[src/hdl/r2fft_pkg.sv]
`default_nettype none
package r2fft_pkg;

  localparam int Points     = 64;
  localparam int SampleBits = 16;
  localparam int LogPoints  = $clog2(Points);
  localparam int AddrW      = 6;
  localparam int ValW       = 23;
  localparam int StageW     = 3;
  localparam int TwW        = 16;

  typedef logic signed [ValW-1:0] val_t;
  typedef logic [AddrW-1:0] addr_t;

  // one store entry, real and imaginary parts
  typedef struct packed {
    val_t re;
    val_t im;
  } cplx_t;

  // store access request from the sequencer
  typedef struct packed {
    logic  we_a;
    logic  we_b;
    addr_t addr_a;
    addr_t addr_b;
    cplx_t wdata_a;
    cplx_t wdata_b;
  } mem_req_t;

  // saturate a wide value to the store width
  function automatic val_t sat(input logic signed [47:0] v);
    logic signed [47:0] hi;
    logic signed [47:0] lo;
    hi = 48'sd4194303;
    lo = -48'sd4194304;
    if (v > hi) sat = val_t'(hi);
    else if (v < lo) sat = val_t'(lo);
    else sat = val_t'(v);
  endfunction

  // quarter-wave cosine in Q1.15, index 0..16
  function automatic logic signed [TwW-1:0] qcos(input logic [4:0] i);
    logic signed [TwW-1:0] r;
    case (i)
      5'd0: r = 16'sd32767;  5'd1: r = 16'sd32610;  5'd2: r = 16'sd32138;
      5'd3: r = 16'sd31357;  5'd4: r = 16'sd30274;  5'd5: r = 16'sd28899;
      5'd6: r = 16'sd27246;  5'd7: r = 16'sd25330;  5'd8: r = 16'sd23170;
      5'd9: r = 16'sd20788;  5'd10: r = 16'sd18205; 5'd11: r = 16'sd15447;
      5'd12: r = 16'sd12540; 5'd13: r = 16'sd9512;  5'd14: r = 16'sd6393;
      5'd15: r = 16'sd3212;  default: r = 16'sd0;
    endcase
    qcos = r;
  endfunction

  function automatic logic signed [TwW-1:0] tw_cos(input logic [4:0] i);
    if (i <= 5'd16) tw_cos = qcos(i);
    else tw_cos = -qcos(5'(6'd32 - {1'b0, i}));
  endfunction

  function automatic logic signed [TwW-1:0] tw_sin(input logic [4:0] i);
    if (i <= 5'd16) tw_sin = qcos(5'(5'd16 - i));
    else tw_sin = qcos(5'(i - 5'd16));
  endfunction

  // round to nearest, halves up, then shift by 15
  function automatic logic signed [24:0] rnd15(input logic signed [39:0] p);
    logic signed [39:0] t;
    t = p + 40'sd16384;
    rnd15 = 25'(t >>> 15);
  endfunction

endpackage
`default_nettype wire

[src/hdl/r2fft_bfly.sv]
`default_nettype none
module r2fft_bfly (
  input  wire logic                       clk,
  input  wire r2fft_pkg::cplx_t           a,
  input  wire r2fft_pkg::cplx_t           b,
  input  wire logic signed [15:0]         c,
  input  wire logic signed [15:0]         s,
  output r2fft_pkg::cplx_t                ya,
  output r2fft_pkg::cplx_t                yb
);

  logic signed [39:0] p_brc_r, p_bis_r, p_bic_r, p_brs_r;
  r2fft_pkg::cplx_t   a_r;
  logic signed [47:0] zr, zi;

  // products registered
  always_ff @(posedge clk) begin
    p_brc_r <= 40'(b.re * c);
    p_bis_r <= 40'(b.im * s);
    p_bic_r <= 40'(b.im * c);
    p_brs_r <= 40'(b.re * s);
    a_r     <= a;
  end

  // round, sum and saturate
  always_comb begin
    zr = 48'(r2fft_pkg::rnd15(p_brc_r)) + 48'(r2fft_pkg::rnd15(p_bis_r));
    zi = 48'(r2fft_pkg::rnd15(p_bic_r)) - 48'(r2fft_pkg::rnd15(p_brs_r));
    ya.re = r2fft_pkg::sat(48'(a_r.re) + zr);
    ya.im = r2fft_pkg::sat(48'(a_r.im) + zi);
    yb.re = r2fft_pkg::sat(48'(a_r.re) - zr);
    yb.im = r2fft_pkg::sat(48'(a_r.im) - zi);
  end

endmodule
`default_nettype wire
[config.mk]
export PLATFORM = sky130hd
export DESIGN_NAME = r2fft_bfly
export DESIGN_NICKNAME = d
export VERILOG_FILES = /design/src/hdl/r2fft_pkg.sv /design/src/hdl/r2fft_bfly.sv
export SDC_FILE = /design/constraint.sdc
export NUM_CORES = 2
export LEC_CHECK = 0
export ABC_AREA = 1
export BUFFER_PORTS_ARGS = -buffer_cell sky130_fd_sc_hd__buf_2
export CAP_MARGIN = 10
export CORE_ASPECT_RATIO = 0.6
export CORE_UTILIZATION = 65
export CTS_CLUSTER_DIAMETER = 100
export DETAILED_ROUTE_END_ITERATION = 10
export PLACE_DENSITY = 0.81
export SKIP_LAST_GASP = 1
export SLEW_MARGIN = 40
export SYNTH_ARGS = -nofsm -noshare
export SYNTH_HDL_FRONTEND = slang
export SYNTH_SLANG_ARGS = --single-unit
[constraint.sdc]
create_clock -name clk -period 14.35 [get_ports clk]
set_input_delay 2.1525 -clock clk [delete_from_list [all_inputs] [get_ports clk]]
set_output_delay 2.1525 -clock clk [all_outputs]
set_load 0.01 [all_outputs]
; ---- After elaboration in Yosys (flattened, before gate mapping)
; Index checks and enable logic that the tools add are counted.
[totals]
register_bits = 202
input_bits = 125
out_inout_bits = 92
wordCells = 36
[op_classes]
add_sub_neg = 10
mul = 4
n_lt_le_gt_ge = 8
n_mux = 8
[ops]
columns = cell, count
row1 = $mux W23, 8
row2 = $add A39 B16 Y40 const B, 4
row3 = $mul A23 B16 Y39, 4
row4 = $gt A27 B23 Y1 const B, 4
row5 = $lt A27 B23 Y1 const B, 4
row6 = $add A23 B26 Y27, 2
row7 = $sub A23 B26 Y27, 2
row8 = $add A25 B25 Y26, 1
row9 = $sub A25 B25 Y26, 1

; ---- Depth between registers and ports, before layout
[depth]
ltp_word = 6
depth_mapped = 39
depth_no_buf = 38

; ---- Least setup slack after synthesis
; Ideal clock, no wire load.
[synth_path]
kind = input -> register
startpoint = input port c[2]
endpoint = register p_bic_r[28]
setup_time_ns = 0.121
arrival_time_ns = 7.559
t_required_ns = 14.229
slack_ns = 6.670
path_stages = 25
path_buffers = 2
cell_sequence = clkbuf_1 > buf_1 > nand2_1 > fa_1 > inv_1 > fa_1 > inv_1 > fa_1 > inv_1 > fa_1 > inv_1 > fa_1 > inv_1 > fa_1 > ha_1 > a21oi_1 > inv_1 > a31oi_1 > o21ai_0 > or2_2 > a21oi_1 > o21ai_0 > nand2_1 > nand2_1 > xor2_1
[synth_between]
elab_chain_cells = 1
[synth_rtl]
columns = element, line_no
row1 = from (decl), r2fft_bfly.sv:6  ; input wire logic signed [15:0] c,
row2 = $mul A23 B16 Y39, r2fft_bfly.sv:20  ; p_bic_r <= 40'(b.im * c);
row3 = to (signal assigned), r2fft_bfly.sv:20
row4 = to (decl), r2fft_bfly.sv:12  ; logic signed [39:0] p_brc_r, p_bis_r, p_bic_r, p_brs_r;
; No other way between the ends.

==> reports/results.ini <==
[outcome]
outcome=finished clean

[sta]
worstMarginPinSlew_ps=951
min_period_ps=10050
finalSetupViolations=0
finalSetupTns_ps=0
max_clock_freq_mhz=99.5
hold_viol_final=0
slew_headroom_pct=36.4
grt_setup_unrepaired=no
drv_slew=0
post-route-period-util_pct=70.0

[die]
core_area_sq_mm=0.106
start_util_pct=66.0
die_y_um=256
die_area_sq_mm=0.109
fp.dieW_um=425
rows=92
ios=217

[critical_path]
cp.arrival_ps=7890
crit_path_max_incr_delay_ps=480
startpoint_type=register
critPathCaptureType=primary output
cp.required_ps=12200
crit_family=simple AND/OR/NAND/NOR gates
path_max_fanout=23
path_buf_inv=4
path_class=register to primary output
crit_top_cell=nand3_1
cp_slowest_cell=dfxtp_1

[logic_synthesis]
synth_top_cell_by_area=fa_1
synth_edf_count=0
synth_flop_cell=dfxtp_1
ys_seq_area_share_pct=4.19
synth_commonest_cells=inv_1 (2620), nand2_1 (2316), fa_1 (1442)
yosysWarnings=0
syn-num-nets=11400
avgSynthCellArea_sq_um=7.52
postSynth.asyncResetShare_pct=0
synth_cell_types=60
synthesis.area_sq_mm=0.0697
synth_most_common_cell=inv_1
synth_cells=9274
ys_ff_latch=146
synth_area_leaders=fa_1 (41%), inv_1 (14%), nand2_1 (12%)
synthDominantCellAreaShare_pct=41.4

[route]
wl_per_cell_um=21.5
vias=60500
ant_nets=0
dr.first_iter.drc_count=6927
wirelength_um=230000
drt-pass1-iter-count=9
drcViolationCount=0
vias_per_cell=5.67

[global_routing]
grt_pass1_vias=63400
grt-ovfl-total=0
grt_pass1_wl_um=361000
grt_max_degree=47
antenna_found_initial=17
grt_use_total_pct=43.7

[placed_design]
gp_congestion=1.08
hpwl_um=185000
io_buffer_count=216

[clocking]
tritoncts=done
cts_root_buf=clkbuf_16
cts_buffers=17
path_clk_slew_ps=80
holdBufCountCts=0
clock_sinks=146
post_cts_resize_count=0
post_cts_buffers=0
cts_buffer_depth=2
htree_levels=4

[job]
maxCapViolCount=0

[final_layout]
drive_gt1_share_pct=5.08
nFillCells=8706
nets=11300
area_growth_pct=3.76
multi_input_area_sq_mm=0.0555
seqCellArea_sq_mm=0.00292

[hold_path]
hp-class=input port to register

## worst paths after layout
kind | from | endpoint | slack [ps] | depth (start not counted)
setup / recovery | p_brc_r[14] | yb[45] | 4300 | 37
hold / removal | a[4] | a_r[4] | 1720 | 1
## layout by cell type (no fill, tap or decap), types with 5 or more instances in the layout
cell type / Yosys / layout
inv_1: 2620 / 2618
nand2_1: 2316 / 2314
fa_1: 1442 / 1442
ha_1: 547 / 543
nor2_1: 363 / 363
a21oi_1: 329 / 329
xor2_1: 249 / 244
buf_2: 13 / 207
o21ai_0: 169 / 168
nand3_1: 153 / 153
dfxtp_1: 146 / 146
xnor2_1: 99 / 97
buf_4: 17 / 75
nand4_1: 73 / 73
nor3_1: 69 / 69
a31oi_1: 44 / 44
o21bai_1: 35 / 34
o21a_1: 28 / 28
diode_2: 0 / 27
o21ai_2: 28 / 27
nor2_2: 26 / 26
nand2_2: 24 / 26
a21o_1: 22 / 22
inv_2: 19 / 20
nor4_1: 17 / 17
clkbuf_16: 0 / 17
a21boi_0: 13 / 12
o21ai_1: 11 / 12
nand3_2: 11 / 11
o211ai_1: 8 / 8
nand3b_1: 7 / 7
nor3_2: 7 / 7
o221ai_1: 7 / 7
xor2_2: 1 / 6
or2_2: 6 / 6
a21oi_2: 6 / 6
and2_1: 5 / 5
## logic make-up after synthesis
logic type / Yosys count / synth area share, %
adder cells (fa/ha/maj): 1989 / 51.2
flip-flops: 146 / 4.19
XOR/XNOR: 349 / 4.40
AO/OA/AOI/OAI: 716 / 5.92
buffers and inverters: 2983 / 16.4
AND/OR/NAND/NOR: 3091 / 17.9
## state kept, by name, summed over array words and instances, names as in the netlist
name     cells
a_r         46
p_bis_r     25
p_brs_r     25
p_bic_r     25
p_brc_r     25
## metrics by stage
stage               util (%)  hold WS (ps)  std cells  instance area [sq um]  worst slack [ps]
floorplan                  -          2180       9274                  69700              6670
global placement        67.7          2250      10600                  71600              5310
detailed placement      67.8          2260      10600                  71600              5350
CTS                     68.3          1700      10700                  72200              4710
global route            68.4          1700      10700                  72300              3790
finish                  68.5          1720      10700                  72300              4300
## layout make-up
type | count | area share [%]
Clock buffer | 20 | 0.617
Sequential cell | 146 | 4.04
Inverter | 2643 | 13.7
Antenna cell | 27 | 0.0934
Timing Repair Buffer | 282 | 2.21
Tap cell | 1410 | 2.44
Clock inverter | 11 | 0.214
Multi-Input combinational cell | 6145 | 76.7
## per-layer routing
layer	track usage, %	wire (um)
met1	61.7	93100
met5	0	53
met4	15.4	9730
met2	59.0	87900
met3	19.4	38800
Power is not shown: default switching activity piles up to over one toggle a cycle in this logic, so the estimate is an artifact.
